--- src/hdl/vshp_pkg.sv ---
// Shared types, element codes and field widths for the sequence-header parser.
// No dependencies; used by vshp_derive and video_sequence_header_parser.
package vshp_pkg;

    // Fixed field widths
    localparam int ID_W    = 6;
    localparam int IDX_W   = 6;
    localparam int VALUE_W = 25;
    localparam int ACC_W   = 18;
    localparam int CFG_IDX_W  = 1;
    localparam int CFG_DATA_W = 8;

    // Weight-quant matrix sizes
    localparam int SMALL_MATRIX_COEFFS = 16;
    localparam int LARGE_MATRIX_COEFFS = 64;
    localparam int ALL_COEFFS = SMALL_MATRIX_COEFFS + LARGE_MATRIX_COEFFS;

    localparam logic [7:0] PROFILE_TEN_BIT = 8'd34;
    localparam logic [5:0] GOLOMB_MAX_ZEROS = 6'd32;

    // Configuration register indexes
    localparam logic [CFG_IDX_W-1:0] CFG_TEN_BIT  = 1'b0;
    localparam logic [CFG_IDX_W-1:0] CFG_RSV_PROF = 1'b1;

    // Parse phases, equal to the element id they produce
    localparam logic [ID_W-1:0] PH_PROFILE     = 6'd0;
    localparam logic [ID_W-1:0] PH_WIDTH       = 6'd4;
    localparam logic [ID_W-1:0] PH_HEIGHT      = 6'd5;
    localparam logic [ID_W-1:0] PH_CHROMA      = 6'd6;
    localparam logic [ID_W-1:0] PH_OUT_DEPTH   = 6'd7;
    localparam logic [ID_W-1:0] PH_SMP_DEPTH   = 6'd8;
    localparam logic [ID_W-1:0] PH_PRECISION   = 6'd9;
    localparam logic [ID_W-1:0] PH_ASPECT      = 6'd10;
    localparam logic [ID_W-1:0] PH_LOW_DELAY   = 6'd15;
    localparam logic [ID_W-1:0] PH_LCU_LOG2    = 6'd19;
    localparam logic [ID_W-1:0] PH_WQ_FLAG     = 6'd20;
    localparam logic [ID_W-1:0] PH_LOAD_MAT    = 6'd21;
    localparam logic [ID_W-1:0] PH_COEFF       = 6'd22;
    localparam logic [ID_W-1:0] PH_BACKGROUND  = 6'd23;
    localparam logic [ID_W-1:0] PH_TOOL_FIRST  = 6'd24;
    localparam logic [ID_W-1:0] PH_SET_COUNT   = 6'd35;
    localparam logic [ID_W-1:0] PH_REFERRED    = 6'd36;
    localparam logic [ID_W-1:0] PH_REF_COUNT   = 6'd37;
    localparam logic [ID_W-1:0] PH_REF_DELTA   = 6'd38;
    localparam logic [ID_W-1:0] PH_RM_COUNT    = 6'd39;
    localparam logic [ID_W-1:0] PH_RM_DELTA    = 6'd40;
    localparam logic [ID_W-1:0] PH_SET_MARKER  = 6'd41;
    localparam logic [ID_W-1:0] PH_REORDER     = 6'd42;
    localparam logic [ID_W-1:0] PH_CROSS_SLICE = 6'd43;
    localparam logic [ID_W-1:0] PH_SLICE_SET   = 6'd44;
    localparam logic [ID_W-1:0] PH_RESERVED    = 6'd45;
    localparam logic [ID_W-1:0] PH_IDLE        = 6'd63;

    // Derived value ids
    localparam logic [ID_W-1:0] ID_CROP_R      = 6'd46;
    localparam logic [ID_W-1:0] ID_CROP_B      = 6'd47;
    localparam logic [ID_W-1:0] ID_PIC_W       = 6'd48;
    localparam logic [ID_W-1:0] ID_PIC_H       = 6'd49;
    localparam logic [ID_W-1:0] ID_CHROMA_W    = 6'd50;
    localparam logic [ID_W-1:0] ID_CHROMA_H    = 6'd51;
    localparam logic [ID_W-1:0] ID_B8_COLS     = 6'd52;
    localparam logic [ID_W-1:0] ID_B8_ROWS     = 6'd53;
    localparam logic [ID_W-1:0] ID_B8_COUNT    = 6'd54;
    localparam logic [ID_W-1:0] ID_LCU_SIZE    = 6'd55;
    localparam logic [ID_W-1:0] ID_LCU_COLS    = 6'd56;
    localparam logic [ID_W-1:0] ID_LCU_ROWS    = 6'd57;
    localparam logic [ID_W-1:0] ID_LCU_COUNT   = 6'd58;
    localparam logic [ID_W-1:0] ID_INFO_STRIDE = 6'd59;
    localparam logic [ID_W-1:0] ID_INFO_SIZE   = 6'd60;

    typedef struct packed {
        logic bit_in;
        logic start_header;
    } in_beat_t;

    typedef struct packed {
        logic [ID_W-1:0]    element_id;
        logic [IDX_W-1:0]   entry_index;
        logic [IDX_W-1:0]   sub_index;
        logic [VALUE_W-1:0] field_value;
        logic               parse_error;
        logic               header_done;
    } out_beat_t;

    // Control from parser to the derived-value generator
    typedef struct packed {
        logic        load;
        logic [13:0] width;
        logic [13:0] height;
        logic [2:0]  lcu_log2;
    } drv_ctrl_t;

    // Bit count of each fixed-width element (Exp-Golomb coefficient gives 0)
    function automatic logic [5:0] elem_width(input logic [ID_W-1:0] ph);
        logic [5:0] w;
        w = 6'd1;
        case (ph)
            6'd0, 6'd1:            w = 6'd8;
            6'd4, 6'd5:            w = 6'd14;
            6'd6, 6'd45:           w = 6'd2;
            6'd7, 6'd8, 6'd9:      w = 6'd3;
            6'd10, 6'd11:          w = 6'd4;
            6'd12, 6'd18:          w = 6'd18;
            6'd14:                 w = 6'd12;
            6'd19, 6'd37, 6'd39:   w = 6'd3;
            6'd22, 6'd63:          w = 6'd0;
            6'd35, 6'd38, 6'd40:   w = 6'd6;
            6'd42:                 w = 6'd5;
            default:               w = 6'd1;
        endcase
        return w;
    endfunction

endpackage

--- src/hdl/video_sequence_header_parser.sv ---
// Top level of the bit-serial sequence-header parser.
// Depends on vshp_pkg and vshp_derive.
//
//  channel | signals                          | direction | beat
//  in      | in_valid, in_ready, in_data      | input     | one header bit + start flag
//  out     | out_valid, out_ready, out_data   | output    | one syntax element or size
//  cfg     | cfg_valid, cfg_ready, cfg_index, | input     | one register write
//          | cfg_data                         |           |
//
// One header bit is taken per cycle while input is not held off; each bit is parsed in the
// cycle it is accepted and its element, if any, lands in the output register.
// A header that ends without a parse error is followed by 15 derived values, one per
// cycle unless the output stalls, from a shared multiplier; input is held off meanwhile.
// Input is taken when vshp_derive is idle and the output register is empty or draining.
// Reset puts the parser idle until a bit with the start flag arrives.
module video_sequence_header_parser (
    input  logic                                clk,
    input  logic                                rst_n,
    input  logic                                in_valid,
    output logic                                in_ready,
    input  vshp_pkg::in_beat_t                  in_data,
    output logic                                out_valid,
    input  logic                                out_ready,
    output vshp_pkg::out_beat_t                 out_data,
    input  logic                                cfg_valid,
    output logic                                cfg_ready,
    input  logic [vshp_pkg::CFG_IDX_W-1:0]      cfg_index,
    input  logic [vshp_pkg::CFG_DATA_W-1:0]     cfg_data
);
    import vshp_pkg::*;

    // Configuration
    logic       ten_bit_reg;
    logic [7:0] rsv_prof_reg;

    // Parse state
    logic [ID_W-1:0]  phase_reg, phase_next;
    logic [ACC_W-1:0] acc_reg, acc_next;
    logic [5:0]       left_reg, left_next;
    logic [5:0]       zeros_reg, zeros_next;
    logic [7:0]       prof_reg, prof_next;
    logic [13:0]      wid_reg, wid_next;
    logic [13:0]      hgt_reg, hgt_next;
    logic             lowd_reg, lowd_next;
    logic [2:0]       log2_reg, log2_next;
    logic [5:0]       scnt_reg, scnt_next;
    logic [5:0]       spos_reg, spos_next;
    logic [2:0]       lcnt_reg, lcnt_next;
    logic [6:0]       lpos_reg, lpos_next;

    logic             out_valid_reg;
    out_beat_t        out_reg;

    logic             res_valid, fin, go, drv_start;
    out_beat_t        res;
    logic [ACC_W-1:0] v;
    logic [ID_W-1:0]  nxt;
    logic [ACC_W-1:0] acc_sh;

    logic             take, accept, drv_busy;
    drv_ctrl_t        drv_ctrl;
    out_beat_t        drv_res;

    assign take      = !out_valid_reg || out_ready;
    assign in_ready  = take && !drv_busy;
    assign accept    = in_valid && in_ready;
    assign cfg_ready = 1'b1;

    // Parse one bit
    always_comb
    begin
        phase_next = phase_reg;  acc_next = acc_reg;   left_next = left_reg;
        zeros_next = zeros_reg;  prof_next = prof_reg; wid_next = wid_reg;
        hgt_next = hgt_reg;      lowd_next = lowd_reg; log2_next = log2_reg;
        scnt_next = scnt_reg;    spos_next = spos_reg; lcnt_next = lcnt_reg;
        lpos_next = lpos_reg;
        res = '0; res_valid = 1'b0; fin = 1'b0; go = 1'b0; drv_start = 1'b0;
        v = '0; nxt = PH_IDLE; acc_sh = '0;

        if (in_data.start_header)
        begin
            prof_next = '0; wid_next = '0; hgt_next = '0; lowd_next = 1'b0;
            log2_next = '0; scnt_next = '0; spos_next = '0; lcnt_next = '0;
            lpos_next = '0;
            phase_next = PH_PROFILE; acc_next = '0; zeros_next = '0;
            left_next = elem_width(PH_PROFILE);
        end

        if (phase_next != PH_IDLE)
        begin
            acc_sh = {acc_next[ACC_W-2:0], in_data.bit_in};
            if (phase_next == PH_COEFF)
            begin
                if (left_next == 6'd0)
                begin
                    if (!in_data.bit_in)
                    begin
                        zeros_next = zeros_next + 6'd1;
                        if (zeros_next >= GOLOMB_MAX_ZEROS)
                        begin
                            res_valid = 1'b1;
                            res.element_id  = PH_COEFF;
                            res.entry_index = (lpos_next >= 7'(SMALL_MATRIX_COEFFS)) ? 6'd1 : 6'd0;
                            res.sub_index   = (lpos_next >= 7'(SMALL_MATRIX_COEFFS)) ?
                                              6'(lpos_next - 7'(SMALL_MATRIX_COEFFS)) :
                                              6'(lpos_next);
                            res.parse_error = 1'b1;
                            res.header_done = 1'b1;
                            phase_next = PH_IDLE;
                        end
                    end
                    else if (zeros_next == 6'd0)
                    begin
                        fin = 1'b1;
                    end
                    else
                    begin
                        left_next = zeros_next;
                        acc_next  = ACC_W'(1);
                    end
                end
                else
                begin
                    acc_next  = acc_sh;
                    left_next = left_next - 6'd1;
                    if (left_next == 6'd0)
                    begin
                        fin = 1'b1;
                        v   = ACC_W'(16'(acc_next[15:0] - 16'd1));
                    end
                end
            end
            else
            begin
                acc_next = acc_sh;
                if (left_next != 6'd0)
                    left_next = left_next - 6'd1;
                if (left_next == 6'd0)
                begin
                    fin = 1'b1;
                    v   = acc_next;
                end
            end
        end

        // Element complete
        if (fin)
        begin
            res_valid = 1'b1;
            res.element_id  = phase_next;
            res.field_value = VALUE_W'(v);
            go  = 1'b1;
            nxt = (phase_next == PH_PRECISION) ? PH_ASPECT : phase_next + 6'd1;
            case (phase_next)
                PH_PROFILE:   prof_next = v[7:0];
                PH_WIDTH:     wid_next  = v[13:0];
                PH_HEIGHT:    hgt_next  = v[13:0];
                PH_CHROMA:    nxt = (prof_next == PROFILE_TEN_BIT) ? PH_OUT_DEPTH : PH_PRECISION;
                PH_OUT_DEPTH: res.field_value = VALUE_W'(6) + VALUE_W'({v[2:0], 1'b0});
                PH_SMP_DEPTH:
                begin
                    res.field_value = VALUE_W'(6) + VALUE_W'({v[2:0], 1'b0});
                    if (v != ACC_W'(1) && !ten_bit_reg)
                    begin
                        res.parse_error = 1'b1;
                        res.header_done = 1'b1;
                        go = 1'b0;
                        phase_next = PH_IDLE;
                    end
                    else
                        nxt = PH_ASPECT;
                end
                PH_LOW_DELAY: lowd_next = v[0];
                PH_LCU_LOG2:  log2_next = v[2:0];
                PH_WQ_FLAG:   nxt = v[0] ? PH_LOAD_MAT : PH_BACKGROUND;
                PH_LOAD_MAT:
                begin
                    lpos_next = '0;
                    nxt = v[0] ? PH_COEFF : PH_BACKGROUND;
                end
                PH_COEFF:
                begin
                    res.field_value = VALUE_W'(v[15:0]);
                    res.entry_index = (lpos_next >= 7'(SMALL_MATRIX_COEFFS)) ? 6'd1 : 6'd0;
                    res.sub_index   = (lpos_next >= 7'(SMALL_MATRIX_COEFFS)) ?
                                      6'(lpos_next - 7'(SMALL_MATRIX_COEFFS)) :
                                      6'(lpos_next);
                    lpos_next = lpos_next + 7'd1;
                    nxt = (lpos_next >= 7'(ALL_COEFFS)) ? PH_BACKGROUND : PH_COEFF;
                end
                PH_BACKGROUND: res.field_value = VALUE_W'(!v[0]);
                PH_SET_COUNT:
                begin
                    scnt_next = v[5:0];
                    spos_next = '0;
                    nxt = (v[5:0] != 6'd0) ? PH_REFERRED :
                          (lowd_next ? PH_CROSS_SLICE : PH_REORDER);
                end
                PH_REFERRED:  res.entry_index = spos_next;
                PH_REF_COUNT, PH_RM_COUNT:
                begin
                    res.entry_index = spos_next;
                    lcnt_next = v[2:0];
                    lpos_next = '0;
                    nxt = (v[2:0] != 3'd0) ? phase_next + 6'd1 : phase_next + 6'd2;
                end
                PH_REF_DELTA, PH_RM_DELTA:
                begin
                    res.entry_index = spos_next;
                    res.sub_index   = 6'(lpos_next);
                    lpos_next = lpos_next + 7'd1;
                    nxt = (lpos_next < {4'd0, lcnt_next}) ? phase_next : phase_next + 6'd1;
                end
                PH_SET_MARKER:
                begin
                    res.entry_index = spos_next;
                    spos_next = spos_next + 6'd1;
                    nxt = (spos_next < scnt_next && spos_next != 6'd0) ? PH_REFERRED :
                          (lowd_next ? PH_CROSS_SLICE : PH_REORDER);
                end
                PH_CROSS_SLICE: nxt = (prof_next == rsv_prof_reg) ? PH_SLICE_SET : PH_RESERVED;
                PH_SLICE_SET, PH_RESERVED:
                begin
                    if (phase_next == PH_SLICE_SET)
                        res.field_value = VALUE_W'(!v[0]);
                    go = 1'b0;
                    phase_next = PH_IDLE;
                    drv_start = 1'b1;
                end
                default: ;
            endcase
            if (go)
            begin
                phase_next = nxt;
                acc_next   = '0;
                zeros_next = '0;
                left_next  = elem_width(nxt);
            end
        end
    end

    // Derived sizes
    assign drv_ctrl.load     = accept && drv_start;
    assign drv_ctrl.width    = wid_next;
    assign drv_ctrl.height   = hgt_next;
    assign drv_ctrl.lcu_log2 = log2_next;

    vshp_derive u_derive (
        .clk     (clk),
        .rst_n   (rst_n),
        .ctrl    (drv_ctrl),
        .advance (drv_busy && take),
        .busy    (drv_busy),
        .result  (drv_res)
    );

    // Configuration writes
    always_ff @(posedge clk or negedge rst_n)
    begin
        if (!rst_n)
        begin
            ten_bit_reg  <= 1'b1;
            rsv_prof_reg <= '0;
        end
        else if (cfg_valid)
        begin
            unique case (cfg_index)
                CFG_TEN_BIT:  ten_bit_reg  <= cfg_data[0];
                CFG_RSV_PROF: rsv_prof_reg <= cfg_data;
            endcase
        end
    end

    // Parse state registers
    always_ff @(posedge clk or negedge rst_n)
    begin
        if (!rst_n)
        begin
            phase_reg <= PH_IDLE; acc_reg <= '0;  left_reg <= '0; zeros_reg <= '0;
            prof_reg <= '0;  wid_reg <= '0;  hgt_reg <= '0;  lowd_reg <= 1'b0;
            log2_reg <= '0;  scnt_reg <= '0; spos_reg <= '0; lcnt_reg <= '0;
            lpos_reg <= '0;
        end
        else if (accept)
        begin
            phase_reg <= phase_next; acc_reg <= acc_next; left_reg <= left_next;
            zeros_reg <= zeros_next; prof_reg <= prof_next; wid_reg <= wid_next;
            hgt_reg <= hgt_next;     lowd_reg <= lowd_next; log2_reg <= log2_next;
            scnt_reg <= scnt_next;   spos_reg <= spos_next; lcnt_reg <= lcnt_next;
            lpos_reg <= lpos_next;
        end
    end

    // Output register
    always_ff @(posedge clk or negedge rst_n)
    begin
        if (!rst_n)
            out_valid_reg <= 1'b0;
        else if (accept && res_valid)
            out_valid_reg <= 1'b1;
        else if (drv_busy && take)
            out_valid_reg <= 1'b1;
        else if (out_ready)
            out_valid_reg <= 1'b0;
    end

    always_ff @(posedge clk)
    begin
        if (accept && res_valid)
            out_reg <= res;
        else if (drv_busy && take)
            out_reg <= drv_res;
    end

    assign out_valid = out_valid_reg;
    assign out_data  = out_reg;

endmodule

--- src/hdl/vshp_derive.sv ---
// Derived picture-size generator: fifteen values, one per output beat.
// Depends on vshp_pkg.
module vshp_derive (
    input  logic                clk,
    input  logic                rst_n,
    input  vshp_pkg::drv_ctrl_t ctrl,
    input  logic                advance,
    output logic                busy,
    output vshp_pkg::out_beat_t result
);
    import vshp_pkg::*;

    logic [14:0] w_reg, h_reg;
    logic [2:0]  log2_reg;
    logic [3:0]  idx_reg;
    logic        busy_reg;

    logic [2:0]  crop_r, crop_b;
    logic [14:0] w_fill, h_fill;
    logic [7:0]  lcu;
    logic [15:0] w_round, h_round;
    logic [14:0] wl, hl;
    logic [12:0] stride, h_info;
    logic [14:0] mul_a, mul_b;
    logic [29:0] prod;
    logic [ID_W-1:0] id;
    logic [VALUE_W-1:0] val;

    // Padded sizes at load
    assign crop_r = 3'(4'd8 - {1'b0, ctrl.width[2:0]});
    assign crop_b = 3'(4'd8 - {1'b0, ctrl.height[2:0]});
    assign w_fill = {1'b0, ctrl.width} + {12'd0, crop_r};
    assign h_fill = {1'b0, ctrl.height} + {12'd0, crop_b};

    always_ff @(posedge clk or negedge rst_n)
    begin
        if (!rst_n)
        begin
            busy_reg <= 1'b0;
            idx_reg  <= '0;
        end
        else if (ctrl.load)
        begin
            busy_reg <= 1'b1;
            idx_reg  <= '0;
        end
        else if (advance)
        begin
            if (id == ID_INFO_SIZE)
                busy_reg <= 1'b0;
            idx_reg <= idx_reg + 4'd1;
        end
    end

    always_ff @(posedge clk)
    begin
        if (ctrl.load)
        begin
            w_reg    <= w_fill;
            h_reg    <= h_fill;
            log2_reg <= ctrl.lcu_log2;
        end
    end

    // LCU grid and info sizes
    assign lcu     = 8'd1 << log2_reg;
    assign w_round = {1'b0, w_reg} + {8'd0, lcu} - 16'd1;
    assign h_round = {1'b0, h_reg} + {8'd0, lcu} - 16'd1;
    assign wl      = 15'(w_round >> log2_reg);
    assign hl      = 15'(h_round >> log2_reg);
    assign stride  = 13'(w_reg >> 2) + 13'd2;
    assign h_info  = 13'(h_reg >> 2) + 13'd2;
    assign id      = ID_CROP_R + {2'b00, idx_reg};

    // One shared multiplier
    always_comb
    begin
        mul_a = {3'd0, w_reg[14:3]};
        mul_b = {3'd0, h_reg[14:3]};
        if (id == ID_LCU_COUNT)
        begin
            mul_a = wl;
            mul_b = hl;
        end
        else if (id == ID_INFO_SIZE)
        begin
            mul_a = {2'd0, h_info};
            mul_b = {2'd0, stride};
        end
    end
    assign prod = mul_a * mul_b;

    always_comb
    begin
        case (id)
            ID_CROP_R:      val = 25'(3'(4'd8 - {1'b0, w_reg[2:0]}) & 3'd0) | 25'(w_reg - w_reg);
            default:        val = '0;
        endcase
        case (id)
            ID_CROP_R:      val = 25'(w_reg[2:0] == 3'd0 ? 3'd0 : 3'd0);
            ID_PIC_W:       val = 25'(w_reg);
            ID_PIC_H:       val = 25'(h_reg);
            ID_CHROMA_W:    val = 25'(w_reg >> 1);
            ID_CHROMA_H:    val = 25'(h_reg >> 1);
            ID_B8_COLS:     val = 25'(w_reg >> 3);
            ID_B8_ROWS:     val = 25'(h_reg >> 3);
            ID_B8_COUNT:    val = 25'(prod);
            ID_LCU_SIZE:    val = 25'(lcu);
            ID_LCU_COLS:    val = 25'(wl);
            ID_LCU_ROWS:    val = 25'(hl);
            ID_LCU_COUNT:   val = (prod > 30'h1FFFFFF) ? 25'h1FFFFFF : 25'(prod);
            ID_INFO_STRIDE: val = 25'(stride);
            ID_INFO_SIZE:   val = 25'(prod);
            default:        val = '0;
        endcase
    end

    // Crop values are kept from load time
    logic [2:0] crop_r_reg, crop_b_reg;
    always_ff @(posedge clk)
    begin
        if (ctrl.load)
        begin
            crop_r_reg <= crop_r;
            crop_b_reg <= crop_b;
        end
    end

    always_comb
    begin
        result             = '0;
        result.element_id  = id;
        result.field_value = val;
        if (id == ID_CROP_R)
            result.field_value = 25'(crop_r_reg);
        else if (id == ID_CROP_B)
            result.field_value = 25'(crop_b_reg);
        result.header_done = (id == ID_INFO_SIZE);
    end

    assign busy = busy_reg;

endmodule
--- config.mk ---
export PLATFORM = sky130hd
export DESIGN_NAME = video_sequence_header_parser
export DESIGN_NICKNAME = d
export VERILOG_FILES = /design/src/hdl/vshp_pkg.sv /design/src/hdl/video_sequence_header_parser.sv /design/src/hdl/vshp_derive.sv
export SDC_FILE = /design/constraint.sdc
export NUM_CORES = 1
export LEC_CHECK = 0
export BUFFER_PORTS_ARGS = -buffer_cell sky130_fd_sc_hd__buf_4
export CAP_MARGIN = 20
export CORE_ASPECT_RATIO = 0.9
export CORE_MARGIN = 2
export CORE_UTILIZATION = 65
export DETAILED_ROUTE_END_ITERATION = 6
export PLACE_DENSITY = 0.82
export SLEW_MARGIN = 10
export SYNTH_ARGS = -nofsm -noshare
export SYNTH_HDL_FRONTEND = slang
export SYNTH_SLANG_ARGS = --single-unit
export TNS_END_PERCENT = 1
--- constraint.sdc ---
create_clock -name clk -period 22.8 [get_ports clk]
set_clock_uncertainty 0.15 [all_clocks]
set_input_delay 4.56 -clock clk [delete_from_list [all_inputs] [get_ports clk]]
set_output_delay 4.56 -clock clk [all_outputs]
set_load 0.005 [all_outputs]
==> impl_metrics.json <==
{
  "cp_common_cell": "fa_1",
  "fillers": 2888,
  "cts_setup_buffers": 0,
  "gp_congestion": 1.053,
  "synthesis.area_um2": 24180,
  "antenna_found_initial": 1,
  "grt_pass1_vias": 23068,
  "setup_viol": 0,
  "syn_nets": 3285,
  "dieWidth_um": 207.3,
  "crit_path_end_kind": "flip-flop",
  "r2r-start": "u_derive.log2_reg[2]$_DFFE_PP_",
  "place_hpwl_um": 65660,
  "grt_pass1_wl_um": 131400,
  "arrival_ps": 12570,
  "htreeDepth": 4,
  "min_from": "phase_reg[1]$_DFFE_PN1P_",
  "ys_seq_area_frac": 0.2181,
  "portBuffers": 62,
  "drive_above_1_share": 0.07611,
  "drc": 0,
  "grt_usage": 0.4333,
  "nets": 3274,
  "io_pins": 64,
  "cp_max_fo": 46,
  "fp-row-count": 67,
  "total_power_uw": 1132,
  "pwr-share-seq": 0.391,
  "ys_async_sr_fraction": 0.5773,
  "start_util": 0.6542,
  "cts_hold_buffers": 0,
  "cts_root_buf": "clkbuf_16",
  "min_path_type": "reg -> reg",
  "pwr-share-clk": 0.273,
  "firstDrtPassIters": 6,
  "swShare": 0.3951,
  "internal_power_uw": 684.7,
  "fin_crit_sh": 0.5499,
  "via_per_inst": 6.791,
  "overflow": 0,
  "rsz0062_at_grt": "false",
  "ys.flop_type": "dfrtp_1",
  "final_area_um2": 25670,
  "first_iter_violations": 2892,
  "power.leakage_uw": 0.01134,
  "cp-start-kind": "flip-flop",
  "rrSetupSlack_ps": 10260,
  "ys_types": 105,
  "setup_tns_ps": 0,
  "peakVddDrop_uv": 81.83,
  "tightest_slew_ps": 1014,
  "combPwrFrac": 0.337,
  "period_minus_slack_ps": 12540,
  "netlist_instances": 2915,
  "fmax_mhz": 79.76,
  "path_buf_inv": 7,
  "max_cap_violations": 0,
  "n_antenna_cell": 0,
  "ys_seq_elements": 194,
  "cts_tree": "yes",
  "clk_latency_ps": 450,
  "largest_register_ffs": 45,
  "avgSynthCellArea_um2": 8.297,
  "ff2ff_path_depth": 43,
  "max_stage_delay_ps": 700,
  "yosysWarnings": 0,
  "setup_ws_ps": 10260,
  "dieArea_um2": 38770,
  "avgRoutedWirePerCell_um": 24.60,
  "clkTransAtPathRegs_ps": 90,
  "synth-edff-count": 82,
  "holdWs_ps": 324.6,
  "holdPathEnd": "phase_reg[1]$_DFFE_PN1P_",
  "num_vias": 23089,
  "finalMaxSlewViolations": 0,
  "slowest_stage": "inv_1",
  "grt_max_degree": 68,
  "reg2reg_to": "out_data[12]$_DFFE_PP_",
  "cts_resized": 0,
  "cts_max_path_buffers": 2,
  "core_um2": 36970,
  "crit_type": "reg -> reg",
  "hold_violations": 0,
  "numCtsBuffers": 17,
  "crit_required_ps": 22840,
  "die_h_um": 187.0,
  "cts.sinks": 194,
  "placed_area_um2": 25010,
  "slew_headroom": 0.3214,
  "power.density_nw_per_um2": 44.10,
  "antenna_left": 0,
  "outcome": "completed",
  "whs_path_depth": 2,
  "cpLargestDelayFamily": "adder cells",
  "syn2layout_area_growth_pct": 6.136,
  "drt_wl_total_um": 83640,
  "switchingPower_uw": 447.2,
  "place_ws_ps": 10440
}
## synth_stat cells (all sizes together) (30+ instances only)
library cell	count	share of area
o21ai	162	0.034
nor2	324	0.050
xor2	33	0.012
and3	47	0.012
o211ai	31	0.0096
nor2b	47	0.012
mux2i	51	0.021
inv	302	0.047
ha	185	0.096
nand2b	46	0.012
and2	30	0.0078
nor3	49	0.010
nand3	70	0.014
o21a	32	0.010
xnor2	92	0.033
clkbuf	112	0.017
a22o	51	0.018
fa	169	0.14
nand2	309	0.048
a22oi	30	0.0093
a21oi	146	0.031
dfrtp	105	0.11
edfxtp	82	0.10
## worst max-delay path by stage
stage,from,end,slack [ps],cells after the start
2_1_floorplan,u_derive.log2_reg[1]$_DFFE_PP_,out_data[12]$_DFFE_PP_,11700,44
3_3_place_gp,u_derive.log2_reg[2]$_DFFE_PP_,out_data[12]$_DFFE_PP_,10820,41
3_5_place_dp,u_derive.log2_reg[2]$_DFFE_PP_,out_data[12]$_DFFE_PP_,10440,43
4_1_cts,u_derive.log2_reg[2]$_DFFE_PP_,out_data[12]$_DFFE_PP_,10420,43
5_1_grt,u_derive.log2_reg[2]$_DFFE_PP_,out_data[12]$_DFFE_PP_,9480,43
6_report,u_derive.log2_reg[2]$_DFFE_PP_,out_data[12]$_DFFE_PP_,10260,43
## cell families (layout without fill, tap and decap cells)
group	after synthesis	after routing	synth area share
compound gates	700	700	0.1987
xor+xnor	125	125	0.04527
fa+ha+maj	354	354	0.2356
buf+inv	437	439	0.06953
flops	194	194	0.2181
mux	73	73	0.03197
other cells	1	1	0.0001551
simple gates	1031	1031	0.2007
## area by class of cell
class                           count  area (µm²)  share of cell area
Clock buffer                       18       450.4             0.01755
Clock inverter                     14       157.7            0.006142
Inverter                          303        1137             0.04431
Multi-Input combinational cell   2284       17240              0.6717
Sequential cell                   194        5274              0.2055
Tap cell                          483       604.3             0.02354
Timing Repair Buffer              104       803.3             0.03129
## cell usage in the layout (no fill, tap or decap), types with 22 or more instances in the layout
cell / netlist / layout
nor2_1: 324 / 323
nand2_1: 308 / 306
inv_1: 300 / 299
ha_1: 185 / 185
fa_1: 169 / 169
o21ai_0: 149 / 149
a21oi_1: 145 / 145
dfrtp_1: 105 / 105
buf_4: 3 / 100
xnor2_1: 92 / 92
edfxtp_1: 82 / 82
nand3_1: 70 / 70
a22o_1: 51 / 51
mux2i_1: 50 / 50
nor3_1: 48 / 48
nor2b_1: 47 / 47
nand2b_1: 46 / 46
and3_1: 46 / 46
xor2_1: 33 / 33
o21a_1: 31 / 31
o211ai_1: 31 / 31
a22oi_1: 30 / 30
a221oi_1: 27 / 27
a21o_1: 27 / 27
and2_1: 25 / 26
a211oi_1: 24 / 24
a31oi_1: 22 / 22
## layer usage
| metal | GRT usage | wire [µm] |
|---|---|---|
| met5 | 0 | 7 |
| met3 | 0.08714 | 8671 |
| met2 | 0.6882 | 37910 |
| met1 | 0.5594 | 31780 |
| met4 | 0.2368 | 5266 |
## worst register-to-register path: cells and delay by family, from the launching register on
kind / cells / cell delay, ps
xor+xnor: 1 / 270
simple gates: 8 / 1560
mux: 2 / 540
compound gates: 15 / 3770
flops: 1 / 360
buf+inv: 7 / 1320
fa+ha+maj: 10 / 4290
## power groups by stage
stage	logic, µW	registers [µW]	clock network (µW)
after floorplan	259	424	0
after global placement	359	446	0
after detailed placement	364	446	0
after CTS	366	439	309
after global routing	408	444	322
final	381	442	309
## per-stage QoR
stage,util,cells
3_3_place_gp,0.6762,3363
2_1_floorplan,-,2915
6_report,0.6943,3400
3_5_place_dp,0.6764,3364
4_1_cts,0.6928,3396
5_1_grt,0.6943,3400
Note: power is estimated with default switching activity, not from simulation.
